File: src/sv/tcb_pkg.sv
// Shared constants and control types for the transitive closure bitset unit.
`default_nettype none
package tcb_pkg;

  localparam int ROW_W = 64;
  localparam int IDX_W = 6;
  localparam int NC_W  = 7;

  typedef enum logic [2:0] {
    ST_LOAD  = 3'b001,
    ST_CLOSE = 3'b010,
    ST_DRAIN = 3'b100
  } tcb_state_t;

  typedef struct packed {
    logic shift;
    logic close;
    logic load;
  } tcb_ctl_t;

endpackage
`default_nettype wire

File: src/sv/tcb_cell.sv
// One row cell of the closure chain: shifts, or applies one pivot step.
`default_nettype none
module tcb_cell
  import tcb_pkg::*;
#(
  parameter int RW = 64,
  parameter int IW = 6
) (
  input  wire logic          clk,
  input  wire tcb_ctl_t      ctl,
  input  wire logic [IW-1:0] pivot_k,
  input  wire logic [RW-1:0] head_row,
  input  wire logic [RW-1:0] feed_row,
  output logic      [RW-1:0] row
);

  logic [RW-1:0] row_r;
  logic [RW-1:0] row_nxt;

  always_comb begin
    row_nxt = row_r;
    if (ctl.shift) begin
      row_nxt = feed_row;
    end else if (ctl.close) begin
      row_nxt = feed_row | (feed_row[pivot_k] ? head_row : '0);
    end
  end

  always_ff @(posedge clk) begin
    row_r <= row_nxt;
  end

  assign row = row_r;

endmodule
`default_nettype wire

File: config.mk
export PLATFORM = sky130hd
export DESIGN_NAME = tcb_cell
export DESIGN_NICKNAME = d
export VERILOG_FILES = /design/src/sv/tcb_pkg.sv /design/src/sv/tcb_cell.sv
export SDC_FILE = /design/constraint.sdc
export NUM_CORES = 1
export LEC_CHECK = 0
export BUFFER_PORTS_ARGS = -buffer_cell sky130_fd_sc_hd__buf_2
export CAP_MARGIN = 40
export CELL_PAD_IN_SITES_DETAIL_PLACEMENT = 0
export CELL_PAD_IN_SITES_GLOBAL_PLACEMENT = 1
export CORE_MARGIN = 8
export CORE_UTILIZATION = 36
export CTS_BUF_LIST = sky130_fd_sc_hd__clkbuf_4
export CTS_CLUSTER_SIZE = 16
export DETAILED_ROUTE_END_ITERATION = 7
export PLACE_DENSITY = 0.8
export SETUP_SLACK_MARGIN = 0.4
export SLEW_MARGIN = 20
export SYNTH_ARGS = -nofsm -noshare
export SYNTH_HDL_FRONTEND = slang
export SYNTH_SLANG_ARGS = --single-unit
export TNS_END_PERCENT = 100
File: constraint.sdc
create_clock -name clk -period 2.4 [get_ports clk]
set_input_delay 0 -clock clk [delete_from_list [all_inputs] [get_ports clk]]
set_output_delay 0 -clock clk [all_outputs]
set_load 0.05 [all_outputs]
==> results of run 1 <==
[placed cells by master (no fill, tap or decap), drive strengths merged, types with 2 or more instances in the layout]
master / instances
or4: 2
o221ai: 64
clkinvlp: 2
buf: 211
a211oi: 2
a21oi: 6
clkinv: 4
a22oi: 16
mux2i: 32
nor2b: 3
nor2: 2
dlygate4sd3: 128
clkbuf: 9
diode: 6
nand2: 127
edfxtp: 64
inv: 64
or2b: 2
[tightest hold or removal path, stage by stage]
cell      delay [ps]
buf_2            130
nand3b_1         110
o221ai_2         100
[what timing repair did]
item,CTS,global route
hold buffers,128,0
setup buffers,0,0
endpoints found under the hold margin,64,0
[worst paths after layout]
check | end | slack [ps] | from | cells past startpoint
hold / removal | row[62] | 70 | pivot_k[5] | 3
setup / recovery | row[1] | 550 | feed_row[45] | 8
[layout make-up]
type,count,area (sq um)
fill,1021,5090
clock buffer,9,67.6
inverter,64,240
timing repair buffer,339,2450
clock inverter,7,62.6
multi-input combinational,260,2010
sequential,64,1920
antenna,6,15.0
tap,168,210
[cells in the mapped netlist, drive strengths merged]
library cell,count
nor2b,3
edfxtp,64
a22oi,16
and2,1
dlygate4sd3,3
or2b,2
or3b,1
or4,2
inv,64
a21oi,6
buf,18
a211oi,2
or2,1
nor2,2
nand2,127
o221ai,64
nand3b,1
mux2i,32
dlygate4sd1,1
clkbuf,12
[layer usage]
| metal | track usage | share of wire | vias up |
|---|---|---|---|
| met1 | 0.240 | 0.40 | 2192 |
| met5 | 0 | 0.00066 | - |
| met2 | 0.345 | 0.49 | 205 |
| met4 | 0.120 | 0.040 | 2 |
| li1 | - | - | 2163 |
| met3 | 0.0557 | 0.067 | 55 |
[per-stage QoR]
stage | hold WS [ps] | power [mW]
after floorplan | 176 | 2.39
after global placement | 277 | 2.73
after detailed placement | 284 | 2.75
after CTS | 22.3 | 3.66
after global routing | 50.2 | 3.78
final | 70.3 | 3.63
[logic make-up after synthesis]
| logic type | count (synthesis) |
|---|---|
| buffers and inverters | 98 |
| and+or+nand+nor | 140 |
| muxes | 32 |
| DFF | 64 |
| AOI/OAI and AO/OA | 88 |
[report_power, final]
| group | switching, mW | leakage [nW] | internal [mW] |
|---|---|---|---|
| clock | 0.441 | 0.0668 | 0.306 |
| combinational | 0.976 | 2.28 | 0.495 |
| sequential | 0.0364 | 0.643 | 1.38 |
==> reports/metrics.csv, run 1 <==
metric;value;unit
Critical Path End Type;flip-flop;
WP data required;2670;ps
Final ANT Viol Nets;0;
Post-Synth XOR/XNOR Area;0;
top post-synthesis cells by area;edfxtp_1, o221ai_2, nand2_1;
final instance area;6980;sq um
Finished Core Util;0.578;
final net count;876;
Tot GR Track Use;0.209;
vias in the first global route;4945;
1st-iter DRT viols;277;
final hold vios;0;
worst ir drop on vdd;0.300;mV
area grow syn2layout;56.8;%
vias;4617;
minimum clock period after layout;1850;ps
Post-Syn Area;4450;sq um
Reg clk slew, reported paths;110;ps
Placed Instances;767;
first-pass GRT wire length;26400;microns
Clock Tree Buf Depth;2;
power per cell area;521;nW/um^2
mux contribution to synthesized area;0.0720;
WL final;16800;microns
worst hold-check path type;primary input to flip-flop;
Worst Slack Setup Final;551;ps
Final period util;0.770;
layout cells sized above 1;0.392;
simple-gate share of the synthesized area;0.126;
DRT Pass-1 Iters;5;
Placement Setup Slack;281;ps
# IOs;202;
dpl cell area;5550;sq um
CP delay by family, top;buffers and inverters;
Max stage delay cell, worst path;or4_4;
Rel. slew slack;0.472;
Resize count post-CTS;0;
DIE HEIGHT;127;microns
final max-slew violation count;0;
Worst EP arrival;2120;ps
Fin Setup TNS;0;ps
CP peak stage delay;570;ps
setup violators final;0;
Mapped Avg Cell Area;10.5;sq um
Cells after Synth;422;
Worst Setup Path Type;primary input to flip-flop;
area fraction of the dominant cell type after synthesis;0.432;
die area;16200;sq um
crit path max fanout;47;
Final GP Congestion;0.756;
MaxCap Viol Count;0;
num rows;40;
post-DP HPWL;10800;microns
Die Wd;127;microns
area leader, netlist;edfxtp_1;
clock tree sinks;64;
fmax;0.541;GHz
root buf cell;clkbuf_4;
status;finished, final reports clean;
cells along the critical path;dlygate4sd3_1 > buf_2 > mux2i_1 > a22oi_1 > a21oi_1 > or4_4 > buf_12 > o221ai_1;
Core Region;12100;sq um
YS warnings;0;
max reg flops;64;
total congestion overflow;0;
sequential share of the synthesized area;0.432;
Mapped Nets;560;
antenna violations before repair;6;
crit path launch type;primary input;
CP bufs+invs;3;
Adder-Cell Fraction of Synth Area;0;
PortBufs;200;
actual slew at the worst max-slew pin;790;ps
RSZ-0062 raised after global routing;no;
post-synthesis register bit count;64;
Post-Layout Cell Count;917;
Post-route DRC;0;
number of library cell types mapped by synthesis;25;
H-Tree Depth;3;
largest family of logic cells by synthesized area;compound AO/OA/AOI/OAI gates;
LEAKAGE;2.99;nW
Initial Utilization;0.369;
number of vias per cell;5.03;
wire per inst;18.3;microns
CTS tree;yes;
complex-gate fraction of the synthesized area;0.248;
cts bufs inserted;9;
largest net degree at the start of global routing;65;
Power figures use the tool's default switching activity.
==> run 2, diff against run 1 <==
- CORE_UTILIZATION: 36 -> 33
- PLACE_DENSITY: 0.8 -> 0.78
- clock period: 2.4 -> 1.61 ns (I/O delays scaled with it)
==> run 2 against run 1 <==
  * Worst setup slack worse by 500 ps
  * Core utilization is 4.4 points lower
  * Sequential cell count stayed put
  * Largest power group unchanged
  * Final area is 1.1% higher
  * Critical path depth stayed put
  * Worst hold slack worse by 19 ps
  * Sequential share of layout area is 0.29 points lower
  * Largest cell class unchanged
  * Wire length is 2.7% lower
==> reports/metrics.csv, run 2 (synthesis gave the netlist of run 1 again) <==
metric;value;unit
status;finished, final reports clean;
cts bufs inserted;9;
Reg clk slew, reported paths;120;ps
Initial Utilization;0.337;
final net count;885;
Placement Setup Slack;-515;ps
DRT Pass-1 Iters;5;
# IOs;202;
worst ir drop on vdd;0.317;mV
Finished Core Util;0.534;
PortBufs;200;
MaxCap Viol Count;0;
Worst Slack Setup Final;46.8;ps
Rel. slew slack;0.659;
area grow syn2layout;58.5;%
Worst EP arrival;1820;ps
first-pass GRT wire length;26000;microns
commonest non-fill, non-tap cell in the layout;buf_2;
Clock Tree Buf Depth;2;
Final GP Congestion;0.726;
Die Wd;132;microns
dpl cell area;5620;sq um
root buf cell;clkbuf_4;
power per cell area;770;nW/um^2
Post-route DRC;0;
num rows;42;
fmax;0.640;GHz
number of vias per cell;4.91;
Worst Setup Path Type;primary input to flip-flop;
antenna violations before repair;2;
setup violators final;0;
worst hold-check path type;primary input to flip-flop;
wire per inst;17.6;microns
crit path max fanout;16;
commonest non-fill, non-tap cells in the layout;buf_2, dlygate4sd3_1, nand2_1, inv_1, edfxtp_1;
Final ANT Viol Nets;0;
post-DP HPWL;11400;microns
area occupied by multi-input gates;2020;sq um
total congestion overflow;0;
Power Total;5.43;mW
crit path launch type;primary input;
1st-iter DRT viols;358;
Layout fillers;1158;
final hold vios;0;
vias in the first global route;5041;
final max-slew violation count;0;
vias;4557;
clock tree sinks;64;
LEAKAGE;3.04;nW
minimum clock period after layout;1560;ps
RSZ-0062 raised after global routing;yes;
layout cells sized above 1;0.400;
Tot GR Track Use;0.185;
Critical Path End Type;flip-flop;
actual slew at the worst max-slew pin;511;ps
WP data required;1870;ps
Final period util;0.971;
Core Region;13200;sq um
H-Tree Depth;3;
register area;1920;sq um
DIE HEIGHT;132;microns
die area;17500;sq um
CTS tree;yes;
max reg flops;64;
final instance area;7050;sq um
largest net degree at the start of global routing;38;
WL final;16300;microns
Fin Setup TNS;0;ps
[run 2: cell count changes in the layout (fill, tap and decap cells not counted), sizes merged]
| cell | previous run | this run |
|---|---|---|
| diode | 6 | 1 |
| clkbuf | 9 | 10 |
| clkinvlp | 2 | 0 |
| buf | 211 | 220 |
| clkinv | 4 | 5 |
[run 2: repair_timing]
action	CTS	global route
gates resized for setup	4	0
endpoints found under the setup margin	64	64
hold buffers	128	0
setup buffers	0	1
hold endpoints to repair	64	0
pin swaps	0	1
[run 2: per-stage QoR]
step                      std cells  hold slack [ps]
final                           929             51.0
after global routing            929             24.0
after CTS                       927             3.59
after detailed placement        783              283
after global placement          783              279
after floorplan                 422              176
[run 2: area by class of cell]
type / count / area share
timing repair buffer: 348 / 0.358
multi-input combinational: 260 / 0.286
sequential: 64 / 0.273
inverter: 64 / 0.0341
tap: 176 / 0.0312
clock buffer: 10 / 0.0106
clock inverter: 6 / 0.00710
antenna: 1 / 0.000355
[run 2: path summary, 6_finish.rpt]
path,to,cells after the start,start
worst max-delay path,row[2],8,pivot_k[0]
worst min-delay path,row[62],3,pivot_k[5]
[run 2: layer usage]
| layer | vias up | share of wire | GRT usage |
|---|---|---|---|
| met5 | - | 0.00080 | 0 |
| met4 | 2 | 0.021 | 0.0753 |
| met3 | 27 | 0.074 | 0.0511 |
| met2 | 185 | 0.50 | 0.322 |
| met1 | 2170 | 0.40 | 0.209 |
| li1 | 2173 | - | - |
[run 2: worst max-delay path: stages]
cell and delay (ps):
buf_2 140, buf_12 160, mux2i_1 150, a22oi_1 260, a21oi_1 100, or4_4 610, buf_12 190, o221ai_1 170
[run 2: report_power, final]
group	switching (mW)	internal, mW
Sequential	0.0574	2.06
Clock	0.612	0.469
Combinational	1.46	0.776
Total	2.13	3.30
==> run 3, diff against run 2 <==
==> constraint.sdc (replaced) <==
create_clock -name clk -period 1.61 [get_ports clk]
set_input_delay 0.161 -clock clk [delete_from_list [all_inputs] [get_ports clk]]
set_output_delay 0.161 -clock clk [all_outputs]
set_load 0.05 [all_outputs]
==> run 3 against run 2 <==
  * The flow now finishes with violations (setup timing)
  * Core utilization fell by 0.10 points
  * Non-clock buffer count fell by 71
  * Worst setup slack got worse by 180 ps
  * First-iteration DRC count fell by 16%
  * Largest cell class unchanged
==> reports/metrics.csv, run 3 (synthesis gave the netlist of run 1 again) <==
metric;value;unit
status;finished, violations left;
failing checks;setup timing;
DIE HEIGHT;132;microns
actual slew at the worst max-slew pin;510;ps
Reg clk slew, reported paths;100;ps
final instance area;7040;sq um
dpl cell area;5710;sq um
MaxCap Viol Count;0;
Critical Path End Type;flip-flop;
max reg flops;64;
crit path max fanout;8;
CTS tree;yes;
number of vias per cell;5.08;
commonest non-fill, non-tap cell in the layout;buf_2;
H-Tree Depth;3;
largest net degree at the start of global routing;38;
post-DP HPWL;11300;microns
DRT Pass-1 Iters;5;
fmax;0.575;GHz
num rows;42;
Die Wd;132;microns
Worst Slack Setup Final;-130;ps
total congestion overflow;0;
RSZ-0062 raised after global routing;yes;
final hold vios;0;
Post-route DRC;0;
area grow syn2layout;58.2;%
crit path launch type;primary input;
# IOs;202;
Finished Core Util;0.533;
Final GP Congestion;0.739;
1st-iter DRT viols;300;
die area;17500;sq um
Clock Tree Buf Depth;2;
Core Region;13200;sq um
Rel. slew slack;0.660;
first-pass GRT wire length;24800;microns
worst ir drop on vdd;0.372;mV
PortBufs;200;
Initial Utilization;0.337;
vias;4356;
Tot GR Track Use;0.179;
LEAKAGE;2.99;nW
Final period util;1.08;
setup violators final;64;
wire per inst;19.6;microns
minimum clock period after layout;1740;ps
WL final;16800;microns
clock tree sinks;64;
Final ANT Viol Nets;0;
final net count;814;
commonest non-fill, non-tap cells in the layout;buf_2, nand2_1, inv_1, edfxtp_1, o221ai_2;
antenna violations before repair;2;
Worst EP arrival;2000;ps
WP data required;1870;ps
cts bufs inserted;9;
vias in the first global route;4687;
layout cells sized above 1;0.519;
Layout fillers;1169;
worst hold-check path type;primary input to flip-flop;
power per cell area;827;nW/um^2
root buf cell;clkbuf_4;
final max-slew violation count;0;
Worst Setup Path Type;primary input to flip-flop;
-- run 3: cell types whose count changed in the layout (fill, tap and decap cells not counted), moves of 8 or more --
cell and change:
buf_16 +11, buf_2 -52, buf_4 +19, buf_6 +44, dlygate4sd3_1 -101, mux2i_1 -8
-- run 3: report_power, final --
group / switching (mW) / leakage [nW] / internal, mW
clock network: 0.593 / 0.0630 / 0.371
registers: 0.0816 / 0.643 / 2.06
logic: 1.58 / 2.29 / 1.13
total: 2.26 / 2.99 / 3.56
-- run 3: critical path: stages --
cell and delay (ps):
buf_2 130, nor2b_4 180, buf_4 140, a22oi_2 180
a21oi_1 90, or4_4 590, buf_12 180, clkbuf_16 170
o221ai_2 160
-- run 3: area by class of cell --
type	instances	area [sq um]	share of cell area
repair buffers	277	2370	0.337
multi-input cells	260	2170	0.309
flip-flops and latches	64	1920	0.273
inverters	64	240	0.0341
well taps	176	220	0.0313
clock buffers	13	97.6	0.0139
clock inverters	2	7.51	0.00107
diodes	1	2.50	0.000356
-- run 3: final timing paths --
check	from	end	slack, ps	cells past startpoint
worst min-delay path	feed_row[57]	row[57]	30	3
worst max-delay path	pivot_k[1]	row[51]	-130	9
-- run 3: metrics by stage --
step                      cells  TNS, ps  hold WS [ps]  power [mW]  setup WS, ps
final                       857    -5850          29.9        5.82          -130
after global routing        857    -7440          10.4        6.06          -159
after CTS                   852    -2700         0.948        5.67         -85.1
after detailed placement    792   -41190           447        4.17          -703
after global placement      792   -41020           444        4.14          -692
after floorplan             422   -17730           337        3.57          -292
-- run 3: routing by layer --
layer  vias up  global-route usage  share of wire
met2       183               0.297           0.49
met5         -                   0        0.00060
met1      2106               0.216           0.42
li1       2039                   -              -
met4         2              0.0613          0.020
met3        26              0.0526          0.074
-- run 3: what timing repair did --
action,in CTS,in global routing
setup buffers,9,0
setup endpoints to repair,112,95
hold buffers,27,0
gates resized for setup,109,42
pin swaps,25,37
endpoints found under the hold margin,27,0
gates cloned,9,4
