File: src/sv/tcb_pkg.sv
// Shared constants and control types for the transitive closure bitset unit.
`default_nettype none
package tcb_pkg;

  localparam int ROW_W = 64;
  localparam int IDX_W = 6;
  localparam int NC_W  = 7;

  typedef enum logic [2:0] {
    ST_LOAD  = 3'b001,
    ST_CLOSE = 3'b010,
    ST_DRAIN = 3'b100
  } tcb_state_t;

  typedef struct packed {
    logic shift;
    logic close;
    logic load;
  } tcb_ctl_t;

endpackage
`default_nettype wire

File: src/sv/tcb_ctrl.sv
// Sequencer: row loading, pivot steps and draining of the closed rows.
`default_nettype none
module tcb_ctrl
  import tcb_pkg::*;
#(
  parameter int CW = 7,
  parameter int IW = 6
) (
  input  wire logic             clk,
  input  wire logic             rst_n,
  input  wire logic             start,
  input  wire logic             cfg_we,
  input  wire logic [CW-1:0]    n_act,
  output logic                  busy,
  output tcb_ctl_t              ctl,
  output logic [IW-1:0]         pivot_k,
  output logic                  out_valid,
  output logic [IDX_W-1:0]      out_index,
  output logic                  out_last
);

  tcb_state_t       state_r, state_nxt;
  logic [CW-1:0]    loaded_r, loaded_nxt;
  logic [IW-1:0]    step_r, step_nxt;
  logic             valid_r, valid_nxt;
  logic [IDX_W-1:0] index_r, index_nxt;
  logic             last_r, last_nxt;
  logic             step_end;
  logic             accept;

  assign accept   = start && (state_r == ST_LOAD);
  assign step_end = (({1'b0, step_r} + {{IW{1'b0}}, 1'b1}) == (IW+1)'(n_act));

  always_comb begin
    state_nxt  = state_r;
    loaded_nxt = loaded_r;
    step_nxt   = step_r;
    valid_nxt  = 1'b0;
    index_nxt  = index_r;
    last_nxt   = 1'b0;
    ctl        = '0;
    case (state_r)
      ST_LOAD: begin
        if (cfg_we) begin
          loaded_nxt = '0;
        end else if (accept) begin
          ctl.shift = 1'b1;
          ctl.load  = 1'b1;
          if (loaded_r + 1'b1 == n_act) begin
            loaded_nxt = '0;
            step_nxt   = '0;
            state_nxt  = ST_CLOSE;
          end else begin
            loaded_nxt = loaded_r + 1'b1;
          end
        end
      end
      ST_CLOSE: begin
        ctl.close = 1'b1;
        if (step_end) begin
          step_nxt  = '0;
          state_nxt = ST_DRAIN;
        end else begin
          step_nxt = step_r + 1'b1;
        end
      end
      ST_DRAIN: begin
        ctl.shift = 1'b1;
        valid_nxt = 1'b1;
        index_nxt = IDX_W'(step_r);
        last_nxt  = step_end;
        if (step_end) begin
          step_nxt  = '0;
          state_nxt = ST_LOAD;
        end else begin
          step_nxt = step_r + 1'b1;
        end
      end
      default: begin
        state_nxt  = ST_LOAD;
        loaded_nxt = '0;
        step_nxt   = '0;
      end
    endcase
  end

  always_ff @(posedge clk) begin
    if (!rst_n) begin
      state_r  <= ST_LOAD;
      loaded_r <= '0;
      step_r   <= '0;
      valid_r  <= 1'b0;
      last_r   <= 1'b0;
    end else begin
      state_r  <= state_nxt;
      loaded_r <= loaded_nxt;
      step_r   <= step_nxt;
      valid_r  <= valid_nxt;
      last_r   <= last_nxt;
    end
  end

  always_ff @(posedge clk) begin
    index_r <= index_nxt;
  end

  assign busy      = (state_r != ST_LOAD);
  assign pivot_k   = step_r;
  assign out_valid = valid_r;
  assign out_index = index_r;
  assign out_last  = last_r;

  a_valid_from_drain: assert property (@(posedge clk) disable iff (!rst_n)
    valid_r |-> $past(state_r == ST_DRAIN))
    else $error("result beat outside drain");

  a_last_is_valid: assert property (@(posedge clk) disable iff (!rst_n)
    last_r |-> valid_r && (state_r == ST_LOAD))
    else $error("last beat without return to load");

  a_step_in_range: assert property (@(posedge clk) disable iff (!rst_n)
    (state_r != ST_LOAD) |-> ({1'b0, step_r} < (IW+1)'(n_act)))
    else $error("pivot step beyond node count");

  a_load_below_n: assert property (@(posedge clk) disable iff (!rst_n)
    (state_r == ST_LOAD) |-> (loaded_r < n_act))
    else $error("row count reached node count while loading");

endmodule
`default_nettype wire

File: config.mk
export PLATFORM = sky130hd
export DESIGN_NAME = tcb_ctrl
export DESIGN_NICKNAME = d
export VERILOG_FILES = /design/src/sv/tcb_pkg.sv /design/src/sv/tcb_ctrl.sv
export SDC_FILE = /design/constraint.sdc
export NUM_CORES = 1
export LEC_CHECK = 0
export ABC_AREA = 1
export BUFFER_PORTS_ARGS = -buffer_cell sky130_fd_sc_hd__buf_2
export CORE_MARGIN = 3
export CORE_UTILIZATION = 40
export DETAILED_ROUTE_END_ITERATION = 8
export PLACE_DENSITY = 0.69
export SKIP_LAST_GASP = 1
export SYNTH_ARGS = -nofsm -noshare
export SYNTH_HDL_FRONTEND = slang
export SYNTH_SLANG_ARGS = --single-unit
export TNS_END_PERCENT = 20
File: constraint.sdc
create_clock -name clk -period 2.1 [get_ports clk]
set_clock_uncertainty 0.15 [all_clocks]
set_input_delay 0.105 -clock clk [delete_from_list [all_inputs] [get_ports clk]]
set_output_delay 0.105 -clock clk [all_outputs]
set_load 0.02 [all_outputs]
==> summary.txt, run 1 <==
Placed design
  – Placed cells: about 280
  – Hpwl dp: 2.48 mm
  – GPL Wtd Cong: 0.827
  – IO buf count: 28

Synth
  – Post-synthesis sequential area ratio: 36.2%
  – FF+latch count, synth: 24
  – Share of the synthesized area in the top cell type: 24.2%
  – Synth warn: 0
  – Syn_area_per_cell: 7.31 um2
  – Distinct cell type count after synthesis: 27
  – Leading area contributor after synthesis: dfxtp_1
  – Synthesized area: 1490 um2
  – Post-Syn Nets: 217
  – Syn Inst Count: slightly above 200
  – Ranking of synthesized cells by area: dfxtp_1 (24%), nand2_1 (16%), edfxtp_1 (12%)

Power
  – Sw Pwr: around 230 uW
  – Max VDD drop: 0.313 mV
  – Int Power: 770 uW
  – Reg power frac: 48.2%
  – Power share of the clock group: about two fifths
  – Sw Share: 22.8%
  – Comb power frac: 10.3%
  – Power per cell area: 551 nW/um2
  – Leak: 0.000848 uW

Timing
  – Worst-Margin Slew: between 500 and 600 ps
  – Max-slew violations: 0
  – Tcrit/Tclk final: 91.4%
  – Fin Hold WS: 106 ps
  – Highest clock rate: between 500 and 600 MHz
  – Minimum clock period: 1920 ps
  – Final hold violations: 0
  – Max-slew headroom: 65.4%
  – RSZ-0062 raised after global routing: yes
  – Final Setup Violations: 0

CTS
  – Clock latency on the worst-skew pair: 270 ps
  – CTS tree: done
  – CTS clk-pin slew, worst paths: 90 ps
  – Clock Tree Buf Depth: 2
  – TritonCTS Buffers: 3
  – H-tree lvl count: 1
  – Clk sinks: 24
  – Number of post-CTS setup repair buffers: 0
  – Root buf cell: clkbuf_8

Global routing
  – Largest net degree at the start of global routing: 15
  – Number of global-route vias before repair: 1,241
  – Global-route wire length before repair: between 5 and 6 mm
  – Initial antenna violation count: 0
  – Congestion Overflow GR: 0
  – GRT Total Usage: between 15 and 20%

Outcome
  – Status: completed

Cells and area
  – Area grow syn2layout: 21.5%
  – Fraction of layout cells with a size suffix above 1: 29.2%
  – Ant diodes: 0
  – Layout Nets: approximately 250
  – Non-Filler Instances: 286
  – Sequential cell area: 546 um2
  – Area of the multi-input gates: 841 um2
  – Filler cell count in the final layout: 363

Critical path
  – CP Data Required Time: ~2200 ps
  – Crit end category: flip-flop
  – CP Data Arrival Time: 1980 ps
  – CP startpoint kind: flip-flop
  – Critical path class: reg2reg
  – Max Fanout on Critical Path: 7

Die
  – CORE AREA: 3470 um2
  – Die area: 4500 um2
  – Io pins: 29
  – Die H: 67.1 um
  – Num rows: 21
  – Starting Density: 43.0%
  – Chip width: 67.1 um

Detailed routing
  – Starting DRT DRC Count: 107
  – Drt wl/cell: 11.2 um
  – Antenna Nets Post-Route: 0
  – Vias per cell: 4.73
  – Via count: between 1,000 and 1,500
  – DRC Markers: 0
  – Pre-antenna DRT Iters: 4
  – Overall routed net length: 3.21 mm

Job
  – Max-cap viol count: 0

Worst hold path
  – Worst hold path type: in2reg
-- layout make-up --
type	count	area share, %
Clock buffer	3	2.28
Clock inverter	1	1.66
Inverter	31	6.42
Multi-Input combinational cell	148	46.4
Sequential cell	24	30.1
Tap cell	46	3.18
Timing Repair Buffer	33	9.94
-- metrics by stage --
| step | utilization [%] | setup TNS [ps] | power (uW) | worst slack (ps) | instance area, um2 |
|---|---|---|---|---|---|
| 3_5_place_dp | 49.5 | 0 | 591 | 115 | 1720 |
| 5_1_grt | 52.2 | -5.46 | 1030 | -5.46 | 1810 |
| 3_3_place_gp | 49.5 | 0 | 591 | 171 | 1720 |
| 6_report | 52.2 | 0 | 998 | 181 | 1810 |
| 2_1_floorplan | - | 0 | 561 | 101 | 1490 |
| 4_1_cts | 51.8 | 0 | 1010 | 68.9 | 1800 |
-- timing repair --
action	4_1_cts	5_1_grt
hold buffers	1	0
hold endpoints to repair	3	0
gates resized for setup	0	6
endpoints found under the setup margin	0	14
-- power by group through the flow --
stage                     combinational, uW  clock [uW]  sequential [uW]
after CTS                               103         423              480
after floorplan                        71.0           0              490
after global routing                    115         437              481
after global placement                  101           0              490
after detailed placement                101           0              491
final                                   103         414              480
-- placed cells by master (no fill, tap or decap), types with 4 or more instances in the layout --
| cell type | netlist | final |
|---|---|---|
| nand2_1 | 65 | 65 |
| buf_4 | 0 | 4 |
| edfxtp_1 | 6 | 6 |
| nor2_4 | 4 | 4 |
| nor2_1 | 9 | 9 |
| a21oi_1 | 11 | 9 |
| a21oi_2 | 2 | 4 |
| nand2_4 | 5 | 5 |
| nand2_2 | 6 | 6 |
| nand4_1 | 6 | 6 |
| buf_2 | 0 | 28 |
| inv_1 | 29 | 29 |
| dfxtp_1 | 18 | 16 |
| nand3_2 | 5 | 5 |
| nand3_1 | 13 | 13 |
| nor3_1 | 4 | 4 |
-- cells in the mapped netlist --
library cell and n:
nand2_1 65, inv_1 29, dfxtp_1 18, nand3_1 13
a21oi_1 11, nor2_1 9, edfxtp_1 6, nand2_2 6
nand4_1 6, nand2_4 5, nand3_2 5, nor2_4 4
nor3_1 4, xnor2_1 3, xor2_1 3, a21oi_2 2
a31oi_1 2, ha_1 2, inv_2 2, nor2_2 2
a21oi_4 1, buf_1 1, nand3_4 1, nand4_2 1
o21ai_0 1, o21ai_1 1, o21ba_1 1
-- layer usage --
metal  track usage, %  vias up  share of wire [%]
met5                0        -                  0
met3             3.54        7                4.0
li1                 -      727                  -
met4             5.32        0                1.5
met1             19.9      592                 47
met2             26.4       26                 47
-- worst max-delay path, cell delays in order (launching register included) --
cell and delay (ps):
dfxtp_4 380, ha_2 200, nand2_2 90, nor2_4 130, nand3_1 90, nand2_1 90
nand2_1 60, nand2_2 70, nor2_4 40, nand2_4 50, nand2_4 70, nor2_4 200
nand2_1 90, a21oi_2 120
-- cell families (layout without fill, tap and decap cells) --
family	after synthesis	after routing	synth area share, %
flip-flops	24	24	36.2
AO/OA/AOI/OAI	19	19	8.14
XOR/XNOR	6	6	3.52
adder cells (fa/ha/maj)	2	2	1.68
buffers and inverters	32	68	8.05
AND/OR/NAND/NOR	121	121	42.4
-- final timing paths --
kind	endpoint	startpoint	slack, ps	cells past startpoint
max	loaded_r[2]	loaded_r[0]	180	13
min	loaded_r[1]	cfg_we	110	6
max reg2reg	loaded_r[2]	loaded_r[0]	180	13
min reg2reg	loaded_r[6]	loaded_r[6]	350	2
-- registers in the layout, indices dropped and copies added (netlist names) --
name,flops
loaded_r,7
out_index,6
pivot_k,6
state_r,3
out_last,1
out_valid,1
Power figures use the tool's default switching activity.
==> run 2, diff against run 1 <==
--- a/config.mk
+++ b/config.mk
@@ -5,7 +5,7 @@
 export SDC_FILE = /design/constraint.sdc
 export NUM_CORES = 1
 export LEC_CHECK = 0
-export ABC_AREA = 1
+export ABC_AREA = 0
 export BUFFER_PORTS_ARGS = -buffer_cell sky130_fd_sc_hd__buf_2
 export CORE_MARGIN = 3
 export CORE_UTILIZATION = 40
==> summary.txt, run 2 <==
Outcome
  – Status: completed

Global routing
  – Global-route wire length before repair: 5.35 mm (-2.9%)
  – Number of global-route vias before repair: 1,248 (+0.56%)
  – GRT Total Usage: 15.7% (-0.14 points)
  – Initial antenna violation count: 0 (unchanged)
  – Congestion Overflow GR: 0 (unchanged)
  – Largest net degree at the start of global routing: 16 (+1)

Detailed routing
  – Antenna Nets Post-Route: 0 (unchanged)
  – Vias per cell: 5.46 (+15%)
  – Via count: 1,288 (-4.7%)
  – Drt wl/cell: 13.9 um (+24%)
  – Pre-antenna DRT Iters: 4 (unchanged)
  – Starting DRT DRC Count: 35 (-67%)
  – Overall routed net length: 3.29 mm (+2.4%)
  – DRC Markers: 0 (unchanged)

Timing
  – Fin Hold WS: 62.4 ps (-44.0 ps)
  – Max-slew headroom: 78.0% (+13 points)
  – Max-slew violations: 0 (unchanged)
  – Tcrit/Tclk final: 99.2% (+7.8 points)
  – Final hold violations: 0 (unchanged)
  – RSZ-0062 raised after global routing: yes
  – Worst-Margin Slew: 327 ps (-191 ps)
  – Final Setup Violations: 0 (unchanged)
  – Highest clock rate: 480 MHz (-7.9%)
  – Minimum clock period: 2080 ps (+165 ps)

Synth
  – FF+latch count, synth: 24 (unchanged)
  – Post-synthesis sequential area ratio: 37.8% (+1.6 points)
  – Leading area contributor after synthesis: dfxtp_1
  – Most frequent cell after synthesis: dfxtp_1
  – Distinct cell type count after synthesis: 50 (+85%)
  – Synthesized area: 1430 um2 (-4.2%)
  – Number of synthesized flops with an enable pin: 6 (unchanged)
  – Ranking of synthesized cells by area: dfxtp_1 (25%), edfxtp_1 (13%), xor2_1 (5.5%)
  – Top_reg_cell synth: dfxtp_1
  – Share of the synthesized area in the top cell type: 25.2% (+1.1 points)
  – Async S/R FF share, synth: 0% (unchanged)
  – Post-Syn Nets: 163 (-25%)
  – Syn_area_per_cell: 9.53 um2 (+30%)
  – Commonest cells in the netlist: dfxtp_1 (18), nand2_1 (12), xor2_1 (9)
  – Syn Inst Count: 150 (-26%)
  – Synth warn: 0 (unchanged)

Placed design
  – GPL Wtd Cong: 0.819 (-0.94%)
  – IO buf count: 28 (unchanged)
  – Hpwl dp: 2.49 mm (+0.23%)

Cells and area
  – Largest Register: loaded_r
  – Fraction of layout cells with a size suffix above 1: 35.3% (+6.1 points)
  – Filler cell count in the final layout: 302 (-17%)
  – Layout Nets: 204 (-20%)
  – Commonest non-fill, non-tap cell in the layout: buf_2
  – Most frequent cells in the layout: buf_2 (28), nand2_1 (12), dfxtp_1 (12), buf_4 (12), xor2_1 (8)
  – Largest register FFs: 7 (unchanged)
  – Fin util: 54.3% (+2.1 points)
  – Ant diodes: 0 (unchanged)
  – Area grow syn2layout: 28.9%

Critical path
  – CP Data Arrival Time: 2160 ps (+180 ps)
  – RR Endpoint: pivot_k[1]
  – Worst R2R Path Depth: 8 (-5)
  – R2r startpoint: loaded_r[0]
  – R2R setup slack: 20 ps (-160 ps)
  – Max Fanout on Critical Path: 5 (-2)
  – Crit end category: flip-flop
  – Critical Path End: pivot_k[1]
  – Critical path class: reg2reg
  – Crit path launch: loaded_r[0]
  – CP Data Required Time: 2170 ps (about the same)
  – CP startpoint kind: flip-flop

CTS
  – Root buf cell: clkbuf_4
  – CTS tree: done
  – Clock latency on the worst-skew pair: 320 ps (+50 ps)
  – CTS clk-pin slew, worst paths: 140 ps (+50 ps)
  – Clk sinks: 24 (unchanged)
  – TritonCTS Buffers: 3 (unchanged)
  – H-tree lvl count: 1 (unchanged)
  – Clock Tree Buf Depth: 2 (unchanged)

Die
  – Die H: 65.8 um (-1.9%)
  – Num rows: 21 (unchanged)
  – Die area: 4330 um2 (-3.8%)
  – Starting Density: 42.2% (-0.85 points)
  – Io pins: 29 (unchanged)
  – Chip width: 65.8 um (-1.9%)
  – CORE AREA: 3390 um2 (-2.3%)

Worst hold path
  – Worst hold path type: in2reg

Power
  – Max VDD drop: 0.253 mV (-19%)
  – Leak: 0.000791 uW (-6.7%)
  – Final Power: 906 uW (-9.2%)
  – Power per cell area: 492 nW/um2 (-11%)

Job
  – Max-cap viol count: 0 (unchanged)
## run 2: kinds of logic after synthesis
family          synth area share, %
xor+xnor                       11.4
flops                          37.8
simple gates                   27.4
compound gates                 17.0
mux                            1.49
fa+ha+maj                      1.75
buf+inv                        3.15
## run 2: what timing repair did
| item | CTS | global route |
|---|---|---|
| resized for setup | 7 | 7 |
| setup buffers | 2 | 0 |
| cloned | 0 | 0 |
| endpoints found under the setup margin | 5 | 11 |
| hold buffers | 1 | 0 |
| pin swaps | 3 | 8 |
| endpoints found under the hold margin | 3 | 0 |
## run 2: critical path: stages (launching register included)
cell	delay [ps]
dfxtp_2	360
ha_4	270
xnor2_2	100
nand2_1	90
nor3b_2	210
o2111ai_2	180
o211a_4	300
buf_4	140
a22o_1	170
## run 2: power by group
part,switching [uW],internal [uW]
combinational,50.1,41.7
sequential,1.32,470
clock,150,193
## run 2: per-layer routing
metal / wire length, um / track usage, %
met5: 0 / 0
met1: 1400 / 19.2
met2: 1610 / 27.2
met4: 65 / 6.48
met3: 217 / 2.22
## run 2: stage by stage
stage	cell area, um2	worst slack [ps]	cells	TNS, ps
floorplan	1450	-11.2	150	-11.2
global placement	1700	6.25	229	0
detailed placement	1700	-83.0	229	-112
CTS	1810	-3.41	236	-3.41
global route	1840	-75.1	236	-400
finish	1840	16.0	236	0
## run 2: how the worst min path moves through the flow
| stage | startpoint | end | slack [ps] | depth (start not counted) |
|---|---|---|---|---|
| 2_1_floorplan | rst_n | out_valid | 120 | 1 |
| 3_3_place_gp | rst_n | state_r[0] | 290 | 2 |
| 3_5_place_dp | rst_n | state_r[0] | 280 | 2 |
| 4_1_cts | start | state_r[1] | 50 | 4 |
| 5_1_grt | start | state_r[1] | 90 | 4 |
| 6_report | start | state_r[1] | 60 | 4 |
## run 2: area by class of cell
class | count | area, um2 | share of cell area, %
clock inverters | 1 | 30.0 | 1.63
flip-flops and latches | 24 | 553 | 30.0
inverters | 5 | 18.8 | 1.02
multi-input cells | 115 | 908 | 49.3
well taps | 46 | 57.6 | 3.12
clock buffers | 3 | 22.5 | 1.22
repair buffers | 42 | 251 | 13.7
